`config.mk`:
```
export PLATFORM = sky130hd
export DESIGN_NAME = deque_with_remove_by_match_flat
export DESIGN_NICKNAME = d
export VERILOG_FILES = /design/src/design/deq_pkg.sv /design/src/design/deq_req_if.sv /design/src/design/deq_res_if.sv /design/src/design/deque_with_remove_by_match.sv /design/src/design/deq_ram.sv /design/src/design/deq_ctrl.sv /design/src/design/deq_dpath.sv /design/src/flat_wrapper.sv
export SDC_FILE = /design/constraint.sdc
export NUM_CORES = 1
export LEC_CHECK = 0
export BUFFER_PORTS_ARGS = -buffer_cell sky130_fd_sc_hd__buf_2
export CORE_ASPECT_RATIO = 1.25
export CORE_MARGIN = 2
export CORE_UTILIZATION = 55
export DETAILED_ROUTE_END_ITERATION = 6
export PLACE_DENSITY = 0.75
export SYNTH_ARGS = -nofsm -noshare
export SYNTH_HDL_FRONTEND = slang
export SYNTH_SLANG_ARGS = --single-unit
```
`constraint.sdc`:
```
create_clock -name i_clk -period 5.3 [get_ports i_clk]
set_input_delay 0.265 -clock i_clk [delete_from_list [all_inputs] [get_ports i_clk]]
set_output_delay 0.265 -clock i_clk [all_outputs]
set_load 0.01 [all_outputs]
```
`src/design/deq_pkg.sv`:
```
// ---------------------------------------------------------------------------
// deq_pkg - shared types and constants of the double-ended queue
// Operation and status codes, field widths, and the command and status
// structs that join the controller to the datapath.
// ---------------------------------------------------------------------------
`default_nettype none

package deq_pkg;

    // Fixed field widths of the request and result channels
    localparam int MODE_W   = 3;
    localparam int VALUE_W  = 32;
    localparam int STATUS_W = 2;
    localparam int COUNT_W  = 5;

    // Default sizing of the store
    localparam int DEPTH_DEF  = 16;
    localparam int DATA_W_DEF = 32;

    // Operation requested by one item
    typedef enum logic [MODE_W-1:0] {
        MODE_PUSH_BACK  = 3'd0,
        MODE_PUSH_FRONT = 3'd1,
        MODE_POP_FRONT  = 3'd2,
        MODE_POP_BACK   = 3'd3,
        MODE_REMOVE     = 3'd4,
        MODE_PEEK       = 3'd5
    } t_mode;

    // Result status
    typedef enum logic [STATUS_W-1:0] {
        ST_OK      = 2'd0,
        ST_EMPTY   = 2'd1,
        ST_FULL    = 2'd2,
        ST_NOMATCH = 2'd3
    } t_status;

    // Store address sources, all relative to the head slot
    typedef enum logic [2:0] {
        ADDR_HEAD  = 3'd0,  // front entry
        ADDR_TAIL  = 3'd1,  // first free slot behind the back
        ADDR_LAST  = 3'd2,  // back entry
        ADDR_IDX   = 3'd3,  // entry at the scan index
        ADDR_IDX1  = 3'd4,  // entry after the scan index
        ADDR_IDX2  = 3'd5,  // two entries after the scan index
        ADDR_FRONT = 3'd6   // free slot in front of the head
    } t_addr_sel;

    // Controller to datapath commands
    typedef struct packed {
        logic      req_ready;
        logic      load_req;
        logic      wr_en;
        t_addr_sel wr_addr;
        logic      wr_from_mem;
        t_addr_sel rd_addr;
        logic      head_inc;
        logic      head_dec;
        logic      occ_inc;
        logic      occ_dec;
        logic      idx_clr;
        logic      idx_inc;
        logic      res_load;
        logic      st_load;
        t_status   st;
        logic      out_load;
    } t_cmd;

    // Datapath to controller status
    typedef struct packed {
        logic  req_valid;
        t_mode mode;
        logic  empty;
        logic  full;
        logic  match;
        logic  scan_last;
        logic  shift_last;
        logic  out_free;
    } t_stat;

endpackage

`default_nettype wire

```
`src/design/deq_req_if.sv`:
```
// ---------------------------------------------------------------------------
// deq_req_if - request channel of the double-ended queue
// Valid/ready handshake carrying the operation code and its data.
// ---------------------------------------------------------------------------
`default_nettype none

interface deq_req_if;
    logic                         valid;
    logic                         ready;
    logic [deq_pkg::MODE_W-1:0]   mode;
    logic [deq_pkg::VALUE_W-1:0]  value;

    modport source (output valid, output mode, output value, input ready);
    modport sink   (input valid, input mode, input value, output ready);
endinterface

`default_nettype wire

```
`src/design/deq_res_if.sv`:
```
// ---------------------------------------------------------------------------
// deq_res_if - result channel of the double-ended queue
// Valid/ready handshake carrying the returned entry, status and count.
// ---------------------------------------------------------------------------
`default_nettype none

interface deq_res_if;
    logic                          valid;
    logic                          ready;
    logic [deq_pkg::VALUE_W-1:0]   value_res;
    logic [deq_pkg::STATUS_W-1:0]  status;
    logic [deq_pkg::COUNT_W-1:0]   count;

    modport source (output valid, output value_res, output status, output count, input ready);
    modport sink   (input valid, input value_res, input status, input count, output ready);
endinterface

`default_nettype wire

```
`src/design/deque_with_remove_by_match.sv`:
```
// ---------------------------------------------------------------------------
// deque_with_remove_by_match - bounded double-ended queue
// Push and pop at both ends, peek at the front, and removal of the first
// entry equal to a given value with the gap closed in order.
// ---------------------------------------------------------------------------
//
//  Channel   Dir  Handshake      Payload
//  i_req     in   valid/ready    mode[2:0], value[31:0]
//  o_res     out  valid/ready    value_res[31:0], status[1:0], count[4:0]
//
//  One request is in work at a time; ready is high only between requests.
//  Pushes and unused codes pass decode and finish, pops and peek add one
//  store read. Removal compares entries from the front one a cycle until
//  the match, then moves the entries behind it down one a cycle.
//  A result waits in the output register; a stalled output holds the next
//  result in the finish step. Synchronous reset empties the queue.
//
`default_nettype none

module deque_with_remove_by_match #(
    parameter int DEPTH  = deq_pkg::DEPTH_DEF,
    parameter int DATA_W = deq_pkg::DATA_W_DEF
) (
    input  wire logic i_clk,
    input  wire logic i_rst_n,
    deq_req_if.sink   i_req,
    deq_res_if.source o_res
);

    deq_pkg::t_cmd  cmd;
    deq_pkg::t_stat stat;

    deq_ctrl u_ctrl (
        .i_clk   (i_clk),
        .i_rst_n (i_rst_n),
        .i_stat  (stat),
        .o_cmd   (cmd)
    );

    deq_dpath #(
        .DEPTH  (DEPTH),
        .DATA_W (DATA_W)
    ) u_dpath (
        .i_clk   (i_clk),
        .i_rst_n (i_rst_n),
        .i_req   (i_req),
        .o_res   (o_res),
        .i_cmd   (cmd),
        .o_stat  (stat)
    );

endmodule

`default_nettype wire

```
`src/design/deq_ram.sv`:
```
// ---------------------------------------------------------------------------
// deq_ram - generic simple dual-port RAM
// One write port and one read port, read data registered.
// ---------------------------------------------------------------------------
`default_nettype none

module deq_ram #(
    parameter int WIDTH = deq_pkg::DATA_W_DEF,
    parameter int DEPTH = deq_pkg::DEPTH_DEF
) (
    input  wire logic                     i_clk,
    input  wire logic                     i_wr_en,
    input  wire logic [$clog2(DEPTH)-1:0] i_wr_addr,
    input  wire logic [WIDTH-1:0]         i_wr_data,
    input  wire logic [$clog2(DEPTH)-1:0] i_rd_addr,
    output logic      [WIDTH-1:0]         o_rd_data
);

    logic [WIDTH-1:0] r_mem [DEPTH];
    logic [WIDTH-1:0] r_rd_data;

    // Write, and registered read of the addressed slot
    always_ff @(posedge i_clk) begin
        if (i_wr_en) begin
            r_mem[i_wr_addr] <= i_wr_data;
        end
        r_rd_data <= r_mem[i_rd_addr];
    end

    assign o_rd_data = r_rd_data;

endmodule

`default_nettype wire

```
`src/design/deq_ctrl.sv`:
```
// ---------------------------------------------------------------------------
// deq_ctrl - controller of the double-ended queue
// Sequences each request: decode, store read, match scan, compaction
// and hand-off of the result to the output register.
// ---------------------------------------------------------------------------
`default_nettype none

module deq_ctrl (
    input  wire logic           i_clk,
    input  wire logic           i_rst_n,
    input  wire deq_pkg::t_stat i_stat,
    output deq_pkg::t_cmd       o_cmd
);

    typedef enum logic [2:0] {
        S_IDLE,
        S_EXEC,
        S_READ,
        S_SCAN,
        S_SHIFT,
        S_FINISH
    } t_state;

    t_state        r_state;
    t_state        n_state;
    deq_pkg::t_cmd n_cmd;

    // Next state and commands
    always_comb begin
        n_state           = r_state;
        n_cmd.req_ready   = 1'b0;
        n_cmd.load_req    = 1'b0;
        n_cmd.wr_en       = 1'b0;
        n_cmd.wr_addr     = deq_pkg::ADDR_TAIL;
        n_cmd.wr_from_mem = 1'b0;
        n_cmd.rd_addr     = deq_pkg::ADDR_HEAD;
        n_cmd.head_inc    = 1'b0;
        n_cmd.head_dec    = 1'b0;
        n_cmd.occ_inc     = 1'b0;
        n_cmd.occ_dec     = 1'b0;
        n_cmd.idx_clr     = 1'b0;
        n_cmd.idx_inc     = 1'b0;
        n_cmd.res_load    = 1'b0;
        n_cmd.st_load     = 1'b0;
        n_cmd.st          = deq_pkg::ST_OK;
        n_cmd.out_load    = 1'b0;

        unique case (r_state)
            S_IDLE: begin
                // Take a new request
                n_cmd.req_ready = 1'b1;
                if (i_stat.req_valid) begin
                    n_cmd.load_req = 1'b1;
                    n_state        = S_EXEC;
                end
            end

            S_EXEC: begin
                n_state = S_FINISH;
                unique case (i_stat.mode) inside
                    deq_pkg::MODE_PUSH_BACK: begin
                        if (i_stat.full) begin
                            n_cmd.st_load = 1'b1;
                            n_cmd.st      = deq_pkg::ST_FULL;
                        end else begin
                            n_cmd.wr_en   = 1'b1;
                            n_cmd.wr_addr = deq_pkg::ADDR_TAIL;
                            n_cmd.occ_inc = 1'b1;
                        end
                    end
                    deq_pkg::MODE_PUSH_FRONT: begin
                        if (i_stat.full) begin
                            n_cmd.st_load = 1'b1;
                            n_cmd.st      = deq_pkg::ST_FULL;
                        end else begin
                            n_cmd.wr_en    = 1'b1;
                            n_cmd.wr_addr  = deq_pkg::ADDR_FRONT;
                            n_cmd.head_dec = 1'b1;
                            n_cmd.occ_inc  = 1'b1;
                        end
                    end
                    deq_pkg::MODE_POP_FRONT, deq_pkg::MODE_PEEK,
                    deq_pkg::MODE_POP_BACK: begin
                        if (i_stat.empty) begin
                            n_cmd.st_load = 1'b1;
                            n_cmd.st      = deq_pkg::ST_EMPTY;
                        end else begin
                            n_cmd.rd_addr = (i_stat.mode == deq_pkg::MODE_POP_BACK) ?
                                            deq_pkg::ADDR_LAST : deq_pkg::ADDR_HEAD;
                            n_state       = S_READ;
                        end
                    end
                    deq_pkg::MODE_REMOVE: begin
                        if (i_stat.empty) begin
                            n_cmd.st_load = 1'b1;
                            n_cmd.st      = deq_pkg::ST_EMPTY;
                        end else begin
                            // Start the scan at the front entry
                            n_cmd.idx_clr = 1'b1;
                            n_cmd.rd_addr = deq_pkg::ADDR_HEAD;
                            n_state       = S_SCAN;
                        end
                    end
                    default: begin
                        // Unused codes: report the count only
                    end
                endcase
            end

            S_READ: begin
                // Capture the entry and retire it for pops
                n_cmd.res_load = 1'b1;
                if (i_stat.mode == deq_pkg::MODE_POP_FRONT) begin
                    n_cmd.head_inc = 1'b1;
                    n_cmd.occ_dec  = 1'b1;
                end else if (i_stat.mode == deq_pkg::MODE_POP_BACK) begin
                    n_cmd.occ_dec = 1'b1;
                end
                n_state = S_FINISH;
            end

            S_SCAN: begin
                // Compare one entry a cycle while fetching the next
                n_cmd.rd_addr = deq_pkg::ADDR_IDX1;
                if (i_stat.match) begin
                    if (i_stat.scan_last) begin
                        n_cmd.occ_dec = 1'b1;
                        n_state       = S_FINISH;
                    end else begin
                        n_state = S_SHIFT;
                    end
                end else if (i_stat.scan_last) begin
                    n_cmd.st_load = 1'b1;
                    n_cmd.st      = deq_pkg::ST_NOMATCH;
                    n_state       = S_FINISH;
                end else begin
                    n_cmd.idx_inc = 1'b1;
                end
            end

            S_SHIFT: begin
                // Move the following entry down by one slot
                n_cmd.wr_en       = 1'b1;
                n_cmd.wr_addr     = deq_pkg::ADDR_IDX;
                n_cmd.wr_from_mem = 1'b1;
                n_cmd.idx_inc     = 1'b1;
                n_cmd.rd_addr     = deq_pkg::ADDR_IDX2;
                if (i_stat.shift_last) begin
                    n_cmd.occ_dec = 1'b1;
                    n_state       = S_FINISH;
                end
            end

            S_FINISH: begin
                // Hold until the output register is free
                if (i_stat.out_free) begin
                    n_cmd.out_load = 1'b1;
                    n_state        = S_IDLE;
                end
            end

            default: begin
                n_state = S_IDLE;
            end
        endcase
    end

    // State register
    always_ff @(posedge i_clk) begin
        if (!i_rst_n) begin
            r_state <= S_IDLE;
        end else begin
            r_state <= n_state;
        end
    end

    assign o_cmd = n_cmd;

endmodule

`default_nettype wire

```
`src/design/deq_dpath.sv`:
```
// ---------------------------------------------------------------------------
// deq_dpath - datapath of the double-ended queue
// Entry store, head pointer, occupancy, scan index, match compare,
// and the result and output registers.
// ---------------------------------------------------------------------------
`default_nettype none

module deq_dpath #(
    parameter int DEPTH  = deq_pkg::DEPTH_DEF,
    parameter int DATA_W = deq_pkg::DATA_W_DEF
) (
    input  wire logic           i_clk,
    input  wire logic           i_rst_n,
    deq_req_if.sink             i_req,
    deq_res_if.source           o_res,
    input  wire deq_pkg::t_cmd  i_cmd,
    output deq_pkg::t_stat      o_stat
);

    localparam int AW      = $clog2(DEPTH);
    localparam int CNT_W   = $clog2(DEPTH + 1);
    localparam int OFF_W   = CNT_W + 1;
    localparam int SUM_W   = OFF_W + 1;
    localparam int VALUE_W = deq_pkg::VALUE_W;
    localparam int COUNT_W = deq_pkg::COUNT_W;
    localparam int EXT_W   = (CNT_W > COUNT_W) ? CNT_W : COUNT_W;

    logic [AW-1:0]        r_head;
    logic [CNT_W-1:0]     r_occ;
    logic [CNT_W-1:0]     r_idx;
    deq_pkg::t_mode       r_mode;
    logic [DATA_W-1:0]    r_key;
    logic [DATA_W-1:0]    r_res;
    deq_pkg::t_status     r_st;
    logic                 r_out_valid;
    logic [VALUE_W-1:0]   r_out_value;
    deq_pkg::t_status     r_out_status;
    logic [COUNT_W-1:0]   r_out_count;

    logic [AW-1:0]        head_dec;
    logic [AW-1:0]        head_inc;
    logic [OFF_W-1:0]     off_occ;
    logic [OFF_W-1:0]     off_idx;
    logic [AW-1:0]        wr_addr;
    logic [AW-1:0]        rd_addr;
    logic [DATA_W-1:0]    wr_data;
    logic [DATA_W-1:0]    rd_data;
    logic [EXT_W-1:0]     occ_ext;

    // Slot of the entry at a given distance from the head
    function automatic logic [AW-1:0] slot_of(input logic [AW-1:0] head,
                                              input logic [OFF_W-1:0] off);
        logic [SUM_W-1:0] sum;
        sum = SUM_W'(head) + SUM_W'(off);
        if (sum >= SUM_W'(DEPTH)) begin
            sum = sum - SUM_W'(DEPTH);
        end
        return sum[AW-1:0];
    endfunction

    // Resolve an address source to a store slot
    function automatic logic [AW-1:0] addr_of(input deq_pkg::t_addr_sel sel,
                                              input logic [AW-1:0] head,
                                              input logic [AW-1:0] hdec,
                                              input logic [OFF_W-1:0] occ,
                                              input logic [OFF_W-1:0] idx);
        logic [AW-1:0] a;
        case (sel)
            deq_pkg::ADDR_HEAD:  a = head;
            deq_pkg::ADDR_TAIL:  a = slot_of(head, occ);
            deq_pkg::ADDR_LAST:  a = slot_of(head, occ - OFF_W'(1));
            deq_pkg::ADDR_IDX:   a = slot_of(head, idx);
            deq_pkg::ADDR_IDX1:  a = slot_of(head, idx + OFF_W'(1));
            deq_pkg::ADDR_IDX2:  a = slot_of(head, idx + OFF_W'(2));
            deq_pkg::ADDR_FRONT: a = hdec;
            default:             a = head;
        endcase
        return a;
    endfunction

    // Pointer neighbors with wrap at the store depth
    assign head_dec = (r_head == '0) ? AW'(DEPTH - 1) : r_head - AW'(1);
    assign head_inc = (r_head == AW'(DEPTH - 1)) ? '0 : r_head + AW'(1);
    assign off_occ  = OFF_W'(r_occ);
    assign off_idx  = OFF_W'(r_idx);

    // Store addressing and write data
    assign wr_addr = addr_of(i_cmd.wr_addr, r_head, head_dec, off_occ, off_idx);
    assign rd_addr = addr_of(i_cmd.rd_addr, r_head, head_dec, off_occ, off_idx);
    assign wr_data = i_cmd.wr_from_mem ? rd_data : r_key;

    deq_ram #(
        .WIDTH (DATA_W),
        .DEPTH (DEPTH)
    ) u_ram (
        .i_clk     (i_clk),
        .i_wr_en   (i_cmd.wr_en),
        .i_wr_addr (wr_addr),
        .i_wr_data (wr_data),
        .i_rd_addr (rd_addr),
        .o_rd_data (rd_data)
    );

    // Status back to the controller
    assign o_stat.req_valid  = i_req.valid;
    assign o_stat.mode       = r_mode;
    assign o_stat.empty      = (r_occ == '0);
    assign o_stat.full       = (r_occ == CNT_W'(DEPTH));
    assign o_stat.match      = (rd_data == r_key);
    assign o_stat.scan_last  = ((off_idx + OFF_W'(1)) == off_occ);
    assign o_stat.shift_last = ((off_idx + OFF_W'(2)) == off_occ);
    assign o_stat.out_free   = !r_out_valid || o_res.ready;

    // Pointer, occupancy and scan index
    always_ff @(posedge i_clk) begin
        if (!i_rst_n) begin
            r_head <= '0;
            r_occ  <= '0;
            r_idx  <= '0;
        end else begin
            if (i_cmd.head_inc) begin
                r_head <= head_inc;
            end else if (i_cmd.head_dec) begin
                r_head <= head_dec;
            end
            if (i_cmd.occ_inc) begin
                r_occ <= r_occ + CNT_W'(1);
            end else if (i_cmd.occ_dec) begin
                r_occ <= r_occ - CNT_W'(1);
            end
            if (i_cmd.idx_clr) begin
                r_idx <= '0;
            end else if (i_cmd.idx_inc) begin
                r_idx <= r_idx + CNT_W'(1);
            end
        end
    end

    // Request capture and pending result
    always_ff @(posedge i_clk) begin
        if (i_cmd.load_req) begin
            r_mode <= deq_pkg::t_mode'(i_req.mode);
            r_key  <= DATA_W'(i_req.value);
            r_res  <= '0;
            r_st   <= deq_pkg::ST_OK;
        end else begin
            if (i_cmd.res_load) begin
                r_res <= rd_data;
            end
            if (i_cmd.st_load) begin
                r_st <= i_cmd.st;
            end
        end
    end

    // Output register valid
    always_ff @(posedge i_clk) begin
        if (!i_rst_n) begin
            r_out_valid <= 1'b0;
        end else if (i_cmd.out_load) begin
            r_out_valid <= 1'b1;
        end else if (o_res.ready) begin
            r_out_valid <= 1'b0;
        end
    end

    // Output register payload, count taken after the update
    assign occ_ext = EXT_W'(r_occ);

    always_ff @(posedge i_clk) begin
        if (i_cmd.out_load) begin
            r_out_value  <= VALUE_W'(r_res);
            r_out_status <= r_st;
            r_out_count  <= occ_ext[COUNT_W-1:0];
        end
    end

    assign i_req.ready     = i_cmd.req_ready;
    assign o_res.valid     = r_out_valid;
    assign o_res.value_res = r_out_value;
    assign o_res.status    = r_out_status;
    assign o_res.count     = r_out_count;

endmodule

`default_nettype wire

```
`src/flat_wrapper.sv`:
```
// flat-port wrapper written by rule: the top's interface ports become plain ports
module deque_with_remove_by_match_flat 
#(
    parameter int DEPTH  = deq_pkg::DEPTH_DEF,
    parameter int DATA_W = deq_pkg::DATA_W_DEF
)
  (i_clk, i_rst_n, i_req_valid, i_req_mode, i_req_value, i_req_ready, o_res_valid, o_res_value_res, o_res_status, o_res_count, o_res_ready);
  deq_req_if i_req_i ();
  deq_res_if o_res_i ();
  input  wire logic i_clk;
  input  wire logic i_rst_n;
  input wire logic [$bits(i_req_i.valid)-1:0] i_req_valid;
  input wire logic [$bits(i_req_i.mode)-1:0] i_req_mode;
  input wire logic [$bits(i_req_i.value)-1:0] i_req_value;
  output wire logic [$bits(i_req_i.ready)-1:0] i_req_ready;
  output wire logic [$bits(o_res_i.valid)-1:0] o_res_valid;
  output wire logic [$bits(o_res_i.value_res)-1:0] o_res_value_res;
  output wire logic [$bits(o_res_i.status)-1:0] o_res_status;
  output wire logic [$bits(o_res_i.count)-1:0] o_res_count;
  input wire logic [$bits(o_res_i.ready)-1:0] o_res_ready;
  assign i_req_i.valid = i_req_valid;
  assign i_req_i.mode = i_req_mode;
  assign i_req_i.value = i_req_value;
  assign i_req_ready = i_req_i.ready;
  assign o_res_valid = o_res_i.valid;
  assign o_res_value_res = o_res_i.value_res;
  assign o_res_status = o_res_i.status;
  assign o_res_count = o_res_i.count;
  assign o_res_i.ready = o_res_ready;
  deque_with_remove_by_match #(.DEPTH(DEPTH), .DATA_W(DATA_W)) u_core (.i_clk(i_clk), .i_rst_n(i_rst_n), .i_req(i_req_i), .o_res(o_res_i));
endmodule
```
==> reports/metrics.cfg, run 1 <==
[layout]
num-nets-final = 1701
layout.cells.most_common = sky130_fd_sc_hd__edfxtp_1
area_growth_synth_to_finish_pct = 13.7
drive_above_1_share_pct = 22.3
final_cell_mix = sky130_fd_sc_hd__edfxtp_1 (586), sky130_fd_sc_hd__nand2_1 (215), sky130_fd_sc_hd__mux4_2 (128), sky130_fd_sc_hd__dfxtp_1 (84), sky130_fd_sc_hd__buf_2 (79)
num_antenna_cells = 0

[power_and_ir_drop]
ir_worst_vdd_mv = 0.314
power.switching_fraction_pct = 30.1
pwr-share-seq_pct = 48.4
pwr_density_cell_nw_per_um2 = 511
p_clk_share_pct = 28.2
p_int_mw = 10.7
p_comb_share_pct = 23.4
total_leakage_power_nw = 9.97
netSwitchingPower_mw = 4.61

[synthesis]
synth_compound_area_share_pct = 4.75
postSynthRegisterBits = 670
yosys.area_share.adder_pct = 1.59
sequential_to_total_area_share_from_yosys_stat_pct = 73.1
synthFlopType = sky130_fd_sc_hd__edfxtp_1
synth_top_cell_by_area = sky130_fd_sc_hd__edfxtp_1
post_synth_xor_area_fraction_pct = 2.06
syn_area_um2 = 26400
largest_family_of_logic_cells_by_synthesized_area = multiplexers
ys_async_sr_fraction_pct = 0
muxShareOfSynthArea_pct = 11.2
syn-num-nets = 1561
synth.yosys.warnings = 0
synth_cell_types = 66
synth_largest_type_area_fraction_pct = 66.7
yosys-top-cells-area = sky130_fd_sc_hd__edfxtp_1 (67%), sky130_fd_sc_hd__mux4_2 (11%), sky130_fd_sc_hd__dfxtp_1 (6.4%)
post_synth_inst_count = 1492
synth_simple_gate_area_share_pct = 5.45
synth.avg_cell_area_um2 = 17.7
synth-edff-count = 586

[grt]
grt_max_degree = 70
overall_overflow_remaining_after_global_route = 0
grt_pass1_wl_mm = 90.6
initial_antenna_violation_count = 0
global_route.usage.total_pct = 25.1
first_global_vias = 14299

[cts]
tritoncts = yes
root_buffer = sky130_fd_sc_hd__clkbuf_16
cts_made_buffers = 60
clkSinkCount = 670
h_tree_depth = 2
cts.reportedPaths.clkPinSlew_ns = 0.06
worstSkewPairLatency_ns = 0.63
clock_path_buffers = 3

[detailed_routing]
routed_wirelength_mm = 61.0
drt.antenna.violating_nets = 0
vias_per_cell = 6.19
dr.first_iter.drc_count = 1609
drtPass1Iterations = 6
routedWlPerCell_um = 26.3
detail_route.drc_violations = 0
detailroute.via_count = 14352

[sta]
setup_viol = 0
fmax_ghz = 0.232
finalHoldViolCount = 0
whs_ns = 0.0412
slew_viol_final = 0
fin_crit_sh_pct = 81.4
period_needed_ns = 4.32
slew-limit-headroom_pct = 17.0
worstMarginPinSlew_ns = 1.24
setup-tns-final_ns = 0
rsz0062_at_grt = no
clock-skew-final_ns = 0.0180

[setup_path]
critical_path.startpoint_type = flip-flop
required_ns = 5.54
crit_path_cell_trace = inv_1, ha_1, nor3b_1, a2111oi_4, and2_1, nor2_1, a221oi_1, nand2_1, nor2_4
setup.worst_path.end_class = flip-flop
timing_worst_setup_path_type = flip-flop to flip-flop
crit_path_largest_cell_delay_ns = 0.98
rrSetupSlack_ns = 0.98
critical_path_peak_fanout = 32
crit_buf_inv = 1
critical_path_arrival_ns = 4.55
critical_path.top_delay_family = simple AND/OR/NAND/NOR gates
critical-path-slowest-cell = sky130_fd_sc_hd__nor2_4

[placement]
gpl.final_weighted_congestion = 0.884
placement.io_buffers = 79
post-dp-hpwl_mm = 36.6

[min_path]
hold_class = primary input to flip-flop

[die]
core_area_um2 = 47300
design.die.area_um2 = 49700
placementRows = 89
die_w_um = 200
boundaryPins = 80
die_y_um = 249
initial_cell_density_of_the_core_pct = 55.7

[flow_run]
max_cap_violations = 0

[run_status]
result_of_the_run = finished clean

[metal layers]
metal  up-vias  share of wire, %  track usage, %
met1      7326                38            34.3
met3       149               8.0            4.16
met5         -                 0               0
li1       6108                 -               -
met2       769                49            40.1
met4         0               4.6            11.2
[metrics by stage]
step	utilization [%]	total power, mW	setup slack, ns	std cells	area, um2
after global routing	63.4	15.9	0.720	2320	30000
after detailed placement	58.4	11.1	0.992	2171	27700
final	63.4	15.3	0.984	2320	30000
after floorplan	-	9.77	1.26	1492	26400
after global placement	58.4	10.9	1.17	2171	27700
after CTS	63.4	15.4	0.989	2320	30000
[cell type report]
cell class,count,area (um2)
Sequential cell,670,19300
Fill cell,3239,17300
Multi-Input combinational cell,731,6800
Clock buffer,83,1710
Timing Repair Buffer,148,1070
Tap cell,637,797
Clock inverter,30,272
Inverter,21,78.8
[power by group through the flow]
stage	Clock, mW	Combinational [mW]	Sequential, mW
finish	4.32	3.58	7.42
global route	4.57	3.87	7.46
CTS	4.37	3.59	7.41
detailed placement	0	3.54	7.52
global placement	0	3.44	7.49
floorplan	0	2.46	7.31
[sequential cells by signal (all words and copies together), names as in the netlist, 5 cells and up]
| register | cells |
|---|---|
| u_core.u_dpath.u_ram.r_mem | 512 |
| u_core.u_dpath.occ_ext | 5 |
| u_core.u_dpath.u_ram.o_rd_data | 32 |
| u_core.u_dpath.o_res.count | 5 |
| u_core.u_dpath.r_res | 32 |
| u_core.u_dpath.r_idx | 5 |
| u_core.u_dpath.r_key | 32 |
| u_core.u_dpath.o_res.value_res | 32 |
[cells by family (layout without fill, tap and decap cells)]
group | count (synthesis) | in the layout
XOR/XNOR | 62 | 62
buffers and inverters | 91 | 282
flip-flops | 670 | 670
adder cells (fa/ha/maj) | 30 | 30
multiplexers | 135 | 135
AND/OR/NAND/NOR | 322 | 322
AO/OA/AOI/OAI | 182 | 182
[worst reg2reg max path, stage by stage, from the launching register on]
cell	delay, ns
sky130_fd_sc_hd__dfxtp_1	0.56
sky130_fd_sc_hd__inv_1	0.17
sky130_fd_sc_hd__ha_1	0.25
sky130_fd_sc_hd__nor3b_1	0.20
sky130_fd_sc_hd__a2111oi_4	0.60
sky130_fd_sc_hd__and2_1	0.30
sky130_fd_sc_hd__nor2_1	0.08
sky130_fd_sc_hd__a221oi_1	0.42
sky130_fd_sc_hd__nand2_1	0.35
sky130_fd_sc_hd__nor2_4	0.98
[Yosys cell counts, drive strengths merged (2+ instances only)]
| cell | instances |
|---|---|
| or3b | 2 |
| mux2i | 6 |
| or3 | 5 |
| nor2 | 29 |
| nor2b | 7 |
| a22oi | 66 |
| a221o | 3 |
| o21bai | 2 |
| ha | 24 |
| clkbuf | 27 |
| nor3 | 12 |
| and2 | 4 |
| and3 | 3 |
| a21o | 8 |
| inv | 21 |
| a221oi | 2 |
| buf | 43 |
| or2 | 4 |
| a22o | 2 |
| nand2b | 7 |
| xor2 | 9 |
| nor4 | 2 |
| nand2 | 215 |
| a21oi | 57 |
| a31oi | 4 |
| dfxtp | 84 |
| nor3b | 6 |
| fa | 6 |
| o21ai | 15 |
| nand4 | 8 |
| edfxtp | 586 |
| a311oi | 3 |
| mux4 | 128 |
| o211ai | 4 |
| xnor2 | 53 |
| a21boi | 5 |
| nand3 | 12 |
[worst paths after layout]
kind / depth (start not counted) / startpoint / to
max: 9 / u_core.u_dpath.occ_ext[1] / u_core.u_dpath.u_ram.r_mem[5][20]
min: 2 / i_rst_n / u_core.u_dpath.r_head[3]
max reg2reg: 9 / u_core.u_dpath.occ_ext[1] / u_core.u_dpath.u_ram.r_mem[5][20]
min reg2reg: 0 / u_core.u_dpath.r_res[17] / u_core.u_dpath.o_res.value_res[17]
[what timing repair did]
action,CTS,global route
hold buffers,36,0
resized for setup,0,0
endpoints found under the setup margin,0,0
hold endpoints to repair,36,0
setup buffers,0,0
(Power assumes the default switching activity.)
==> run 2, diff against run 1 <==
clock period = 4.35 ns   (was 5.3 ns; I/O delays follow)
==> run 2 against run 1 <==
Setup slack worse by 0.43 ns. First-iteration DRC count down 17%. Via count about the same. Cell area up 1.3%. Total power up 24%. Worst hold slack better by 0.21 ns. Wire length down 0.63%. Highest routed layer unchanged. Core utilization up 0.83 points. Sequential share of layout area down 0.83 points. Non-clock buffer count up 15. Critical endpoint is now u_core.u_dpath.u_ram.r_mem[9][20].
==> reports/metrics.cfg, run 2 (synthesized netlist as in run 1, its figures left out) <==
[sta]
fmax_ghz = 0.263  ; +14%
setup_viol = 0  ; unchanged
worstMarginPinSlew_ns = 1.21  ; -0.0271 ns
setup_slack_ns = 0.553  ; -0.431 ns
clock-skew-final_ns = 0.0316  ; +0.0136 ns
period_needed_ns = 3.80  ; -0.519 ns
fin_crit_sh_pct = 87.3  ; +5.9 points
slew_viol_final = 0  ; unchanged
whs_ns = 0.251  ; +0.210 ns
setup-tns-final_ns = 0  ; unchanged
slew-limit-headroom_pct = 18.2  ; +1.2 points
finalHoldViolCount = 0  ; unchanged
rsz0062_at_grt = no

[placement]
placed_cells_incl_taps = 2185  ; +0.64%
pre_cts_slack_ns = 0.622  ; -0.370 ns
placement.io_buffers = 79  ; unchanged
post-dp-hpwl_mm = 35.9  ; -2.0%
gpl.final_weighted_congestion = 0.914  ; +3.4%

[layout]
final_cell_mix = sky130_fd_sc_hd__edfxtp_1 (586), sky130_fd_sc_hd__nand2_1 (215), sky130_fd_sc_hd__mux4_2 (128), sky130_fd_sc_hd__dfxtp_1 (84), sky130_fd_sc_hd__buf_2 (79)
multi_input_comb_area_um2 = 6800  ; unchanged
finalCoreUtilization_pct = 64.2  ; +0.83 points
fill_cells = 3090  ; -4.6%
instances_no_fill = 2343  ; +0.99%
max_flop_register = u_core.u_dpath.u_ram.r_mem
drive_above_1_share_pct = 23.3  ; +0.93 points
seqCellArea_um2 = 19300  ; unchanged
num-nets-final = 1722  ; +1.2%
area_growth_synth_to_finish_pct = 15.2
layout.cells.most_common = sky130_fd_sc_hd__edfxtp_1
num_antenna_cells = 0  ; unchanged
largest_register_ff_count = 512  ; unchanged

[grt]
gr-max-usage-layer = met2
grt_util_met3_pct = 4.43  ; +0.27 points
met1_usage_pct = 33.7  ; -0.54 points
grt_max_degree = 70  ; unchanged
first_global_vias = 14668  ; +2.6%
initial_antenna_violation_count = 0  ; unchanged
grt_pass1_wl_mm = 91.3  ; +0.76%
met2_usage_pct = 41.3  ; +1.2 points
global_route.usage.total_pct = 25.3  ; +0.18 points
overall_overflow_remaining_after_global_route = 0  ; unchanged

[die]
placementRows = 89  ; unchanged
die_y_um = 249  ; unchanged
initial_cell_density_of_the_core_pct = 55.7  ; unchanged
die_w_um = 200  ; unchanged
design.die.area_um2 = 49700  ; unchanged
core_area_um2 = 47300  ; unchanged
boundaryPins = 80  ; unchanged

[detailed_routing]
routedWlPerCell_um = 25.9  ; -1.6%
detailroute.via_count = 14342  ; -0.070%
dr.first_iter.drc_count = 1334  ; -17%
detail_route.drc_violations = 0  ; unchanged
routed_wirelength_mm = 60.7  ; -0.63%
drt.antenna.violating_nets = 0  ; unchanged
vias_per_cell = 6.12  ; -1.1%
drtPass1Iterations = 5  ; -1

[cts]
clock_path_buffers = 3  ; unchanged
h_tree_depth = 3  ; +1
worstSkewPairLatency_ns = 0.61  ; -0.02 ns
cts_repair_resize_count = 0  ; unchanged
cts.reportedPaths.clkPinSlew_ns = 0.06  ; about the same
clkSinkCount = 670  ; unchanged
tritoncts = yes
cts_made_buffers = 66  ; +10%
root_buffer = sky130_fd_sc_hd__clkbuf_16

[run_status]
result_of_the_run = finished clean

[setup_path]
timing_worst_setup_path_type = flip-flop to flip-flop
critical_path_arrival_ns = 4.07  ; -0.48 ns
setup.worst_path.end_class = flip-flop
critical_path.startpoint_type = flip-flop
required_ns = 4.63  ; -0.91 ns
critical_path_peak_fanout = 24  ; -25%

[flow_run]
max_cap_violations = 0  ; unchanged

[min_path]
hold_class = primary input to flip-flop

[power_and_ir_drop]
pwr_density_cell_nw_per_um2 = 627  ; +23%
ir_worst_vdd_mv = 0.377  ; +20%
total_leakage_power_nw = 10.2  ; +2.0%

==> run 2: cell types whose count changed in the layout (fill, tap and decap cells not counted), sizes merged <==
cell,change
dlygate4sd3,+1
clkinv,-4
clkbuf,+8
bufinv,+1
buf,+14
inv,+4
clkinvlp,-1
==> run 2: routing by layer <==
layer	share of wire, %	wire length, um
met2	50	30600
met1	39	23400
met4	3.5	2130
met5	0	0
met3	7.5	4530
==> run 2: final cells by class <==
type                    count  share of cell area (%)
clock inverters            30                    1.08
clock buffers              91                    6.15
well taps                 637                    2.62
inverters                  21                   0.259
repair buffers            163                    4.09
flip-flops and latches    670                    63.4
multi-input cells         731                    22.4
==> run 2: worst paths after layout <==
kind | startpoint | end | slack (ns) | cells past startpoint
min reg2reg | u_core.u_dpath.r_res[17] | u_core.u_dpath.o_res.value_res[17] | 0.42 | 0
min | i_req_valid | u_core.u_ctrl.r_state[1] | 0.25 | 6
max reg2reg | u_core.u_dpath.occ_ext[1] | u_core.u_dpath.u_ram.r_mem[9][20] | 0.55 | 10
max | u_core.u_dpath.occ_ext[1] | u_core.u_dpath.u_ram.r_mem[9][20] | 0.55 | 10
==> run 2: power breakdown <==
group / total [mW] / internal, mW / switching, mW
clock: 5.70 / 3.34 / 2.37
combinational: 4.38 / 1.60 / 2.78
sequential: 8.99 / 8.50 / 0.495
total: 19.1 / 13.4 / 5.64
==> run 2: repair_timing <==
action                                 in CTS  in global routing
endpoints found under the hold margin      42                  0
setup endpoints to repair                   0                  0
buffers inserted                            0                  0
hold buffers                               37                  0
==> run 2: per-stage QoR <==
stage / power (mW) / cell area [um2]
after floorplan: 11.9 / 26400
after global placement: 13.3 / 27800
after detailed placement: 13.4 / 27800
after CTS: 19.2 / 30400
after global routing: 19.9 / 30400
final: 19.1 / 30400
==> run 2: critical path, stage by stage, from the launching register on <==
cell,delay (ns)
sky130_fd_sc_hd__dfxtp_1,0.54
sky130_fd_sc_hd__inv_1,0.17
sky130_fd_sc_hd__ha_1,0.25
sky130_fd_sc_hd__nor3b_1,0.20
sky130_fd_sc_hd__a2111oi_4,0.54
sky130_fd_sc_hd__nand2_1,0.22
sky130_fd_sc_hd__a311oi_1,0.40
sky130_fd_sc_hd__a221o_1,0.20
sky130_fd_sc_hd__nand2_1,0.24
sky130_fd_sc_hd__nor2_4,0.42
sky130_fd_sc_hd__buf_12,0.26
==> run 3, diff against run 2 <==
HOLD_SLACK_MARGIN = 0.05   (was default)
SYNTH_HIERARCHICAL = 1   (was default)
==> run 3 against run 2 <==
Flip-flop and latch count unchanged. Final cell count decreased by 0.21%. First-iteration DRC count increased by 3.7%. Via count increased by 1.3%. Clock-buffer cell count decreased by 6. Critical path depth increased by 2. Global-route usage decreased by 0.058 points. Non-clock buffer count increased by 26. Sequential share of layout area decreased by 1.3 points. Clock power decreased by 6.1%. Core utilization increased by 0.19 points. Maximum frequency decreased by 2.3%.
==> reports/metrics.cfg, run 3 <==
[power_and_ir_drop]
ir_worst_vdd_mv = 0.546  ; +45%
pwr_density_cell_nw_per_um2 = 745  ; +19%
total_leakage_power_nw = 10.3  ; +1.5%

[layout]
final_cell_mix = sky130_fd_sc_hd__edfxtp_1 (586), sky130_fd_sc_hd__mux4_2 (128), sky130_fd_sc_hd__dfxtp_1 (84), sky130_fd_sc_hd__buf_2 (79), sky130_fd_sc_hd__nor2_1 (70)
final_cell_area_um2 = 31000  ; +2.1%
num_antenna_cells = 0  ; unchanged
finalCoreUtilization_pct = 64.4  ; +0.19 points
max_flop_register = u_core/u_dpath/u_ram/r_mem
fill_cells = 3288  ; +6.4%
layout.cells.most_common = sky130_fd_sc_hd__edfxtp_1
area_growth_synth_to_finish_pct = 15.8
num-nets-final = 1713  ; -0.52%
drive_above_1_share_pct = 27.0  ; +3.7 points
largest_register_ff_count = 512  ; unchanged

[setup_path]
crit_path_largest_cell_delay_ns = 0.67  ; +0.13 ns
rrSetupSlack_ns = 0.46  ; -0.09 ns
critical-path-slowest-cell = sky130_fd_sc_hd__dfxtp_1
critical_path_arrival_ns = 4.40  ; +0.33 ns
timing_worst_setup_path_type = flip-flop to flip-flop
critical_path_peak_fanout = 18  ; -25%
required_ns = 4.86  ; +0.23 ns
rr_startpoint = u_core/u_ctrl/r_state[2]
worstRegToRegCells = 12  ; +2
setup.worst_path.end_class = flip-flop
critical_path.startpoint_type = flip-flop
crit_path_cell_trace = and3b_1, nand2b_1, inv_1, nor3_1, a21oi_1, nor2_1, a21oi_4, buf_12, buf_4, mux4_2, a22oi_1, nand2_1
regToRegEndpoint = u_core/u_dpath/u_ram/o_rd_data[17]

[synthesis]
post_synth_inst_count = 1469  ; -1.5%
yosys-top-cells-area = sky130_fd_sc_hd__edfxtp_1 (66%), sky130_fd_sc_hd__mux4_2 (11%), sky130_fd_sc_hd__dfxtp_1 (6.3%)
post_synth_most_frequent_cells = sky130_fd_sc_hd__edfxtp_1 (586), sky130_fd_sc_hd__mux4_2 (128), sky130_fd_sc_hd__dfxtp_1 (84)
syn_area_um2 = 26800  ; +1.6%
syn-num-nets = 1540  ; -1.3%
synth-edff-count = 586  ; unchanged
sequential_to_total_area_share_from_yosys_stat_pct = 71.9  ; -1.1 points
synth.avg_cell_area_um2 = 18.2  ; +3.2%
synth.yosys.warnings = 6  ; +6
synth_cell_types = 75  ; +14%
synth_largest_type_area_fraction_pct = 65.6  ; -1.0 points
synth_top_cell_by_area = sky130_fd_sc_hd__edfxtp_1
postSynthRegisterBits = 670  ; unchanged
synthFlopType = sky130_fd_sc_hd__edfxtp_1
synth.most_common_cell = sky130_fd_sc_hd__edfxtp_1
ys_async_sr_fraction_pct = 0  ; unchanged

[sta]
rsz0062_at_grt = no
clock-skew-final_ns = 0.0242  ; -0.00739 ns
setup_slack_ns = 0.464  ; -0.0892 ns
setup-tns-final_ns = 0  ; unchanged
worstMarginPinSlew_ns = 1.00  ; -0.212 ns
fmax_ghz = 0.257  ; -2.3%
fin_crit_sh_pct = 89.3  ; +2.1 points
period_needed_ns = 3.89  ; +0.0892 ns
whs_ns = 0.0946  ; -0.156 ns
setup_viol = 0  ; unchanged
finalHoldViolCount = 0  ; unchanged
slew-limit-headroom_pct = 33.3  ; +15 points
slew_viol_final = 0  ; unchanged

[cts]
worstSkewPairLatency_ns = 0.63  ; +0.02 ns
cts_made_buffers = 60  ; -9.1%
h_tree_depth = 2  ; -1
cts_repair_resize_count = 0  ; unchanged
clock_path_buffers = 3  ; unchanged
clkSinkCount = 670  ; unchanged
tritoncts = yes
root_buffer = sky130_fd_sc_hd__clkbuf_16
cts.reportedPaths.clkPinSlew_ns = 0.07  ; about the same

[min_path]
min_to = u_core/u_ctrl/r_state[0]
hold_class = primary input to flip-flop
whs_path_depth = 5  ; -1
min-delay-start = i_req_valid

[die]
die_y_um = 251  ; +0.78%
boundaryPins = 80  ; unchanged
placementRows = 90  ; +1.1%
die_w_um = 201  ; +0.78%
initial_cell_density_of_the_core_pct = 55.6  ; -0.13 points
design.die.area_um2 = 50500  ; +1.6%
core_area_um2 = 48200  ; +1.8%

[detailed_routing]
detailroute.wirelength.met3_mm = 4.14  ; -8.5%
vias_per_cell = 6.22  ; +1.6%
highest_layer = met4
drt.antenna.violating_nets = 0  ; unchanged
wirelength_met1_mm = 23.9  ; +2.3%
drtPass1Iterations = 5  ; unchanged
routed_wirelength_mm = 63.0  ; +3.8%
wl_met2_mm = 32.5  ; +6.2%
routedWlPerCell_um = 26.9  ; +4.1%
detail_route.drc_violations = 0  ; unchanged
detailroute.via_count = 14535  ; +1.3%
dr.first_iter.drc_count = 1384  ; +3.7%

[grt]
global_route.usage.total_pct = 25.3  ; -0.058 points
overall_overflow_remaining_after_global_route = 0  ; unchanged
grt_pass1_wl_mm = 93.4  ; +2.3%
grt_max_degree = 70  ; unchanged
initial_antenna_violation_count = 0  ; unchanged
first_global_vias = 14764  ; +0.65%

[placement]
placed_cell_area_um2 = 28600  ; +2.9%
pre_cts_slack_ns = 0.401  ; -0.222 ns
placement.io_buffers = 79  ; unchanged
gpl.final_weighted_congestion = 0.900  ; -1.6%
post-dp-hpwl_mm = 35.9  ; about the same

[flow_run]
max_cap_violations = 0  ; unchanged

[run_status]
result_of_the_run = finished clean

run 3: cell types whose count changed after synthesis, sizes merged, moves of 34 or more:
| cell | previous run | this run |
|---|---|---|
| mux2i | 6 | 41 |
| xor2 | 9 | 52 |
| xnor2 | 53 | 19 |
| nand2 | 215 | 57 |
| a21oi | 57 | 22 |
| nor2 | 29 | 83 |
run 3: worst max path at each step:
stage	start	to	cells after the start	slack (ns)
floorplan	u_core/u_dpath/occ_ext[0]	u_core/u_dpath/u_ram/r_mem[6][0]	13	-0.29
global placement	u_core/u_dpath/occ_ext[0]	u_core/u_dpath/u_ram/r_mem[8][17]	13	0.43
detailed placement	u_core/u_dpath/occ_ext[0]	u_core/u_dpath/u_ram/r_mem[8][25]	13	0.40
CTS	u_core/u_dpath/occ_ext[0]	u_core/u_dpath/u_ram/r_mem[8][23]	13	0.38
global route	u_core/u_ctrl/r_state[0]	u_core/u_dpath/u_ram/r_mem[4][23]	11	0.21
finish	u_core/u_ctrl/r_state[2]	u_core/u_dpath/u_ram/o_rd_data[17]	12	0.46
run 3: final cells by class:
| cell class | instances | area [um2] | share of cell area, % |
|---|---|---|---|
| well taps | 644 | 806 | 2.60 |
| flip-flops and latches | 670 | 19300 | 62.1 |
| repair buffers | 189 | 1640 | 5.28 |
| inverters | 24 | 90.1 | 0.290 |
| multi-input cells | 697 | 7210 | 23.2 |
| clock buffers | 85 | 1750 | 5.63 |
| clock inverters | 29 | 279 | 0.899 |
run 3: kinds of logic (layout without fill, tap and decap cells):
| logic type | count (synthesis) | count (layout) | share of synthesized area [%] |
|---|---|---|---|
| AOI/OAI and AO/OA | 160 | 160 | 4.26 |
| DFF | 670 | 670 | 71.9 |
| xor gates and xnor gates | 71 | 71 | 2.35 |
| adders and majority gates | 32 | 32 | 1.66 |
| buffers and inverters | 102 | 327 | 1.89 |
| muxes | 202 | 202 | 13.7 |
| and+or+nand+nor | 232 | 232 | 4.25 |
run 3: repair_timing:
item	in CTS	in global routing
hold buffers	37	0
setup endpoints to repair	0	19
setup buffers	0	1
hold endpoints to repair	48	0
run 3: power by group:
group,leakage (nW),total [mW],internal (mW),switching (mW)
combinational,3.33,9.01,3.94,5.06
sequential,5.99,8.79,8.34,0.442
clock,1.00,5.35,3.05,2.31
total,10.3,23.1,15.3,7.81
run 3: critical path, delay by kind of cell, from the launching register on:
kind,cells,cell delay [ns]
and+or+nand+nor,5,0.90
buffers and inverters,3,0.87
AOI/OAI and AO/OA,3,0.76
DFF,1,0.67
muxes,1,0.57
run 3: metrics by stage:
step | std cells | power [mW]
floorplan | 1469 | 14.9
global placement | 2186 | 17.6
detailed placement | 2186 | 17.8
CTS | 2337 | 23.3
global route | 2338 | 24.1
finish | 2338 | 23.1
run 3: layer usage:
metal / vias to the layer above / GRT usage (%)
met2: 676 / 44.1
met4: 0 / 10.2
li1: 6186 / -
met5: - / 0
met1: 7533 / 32.3
met3: 140 / 3.24
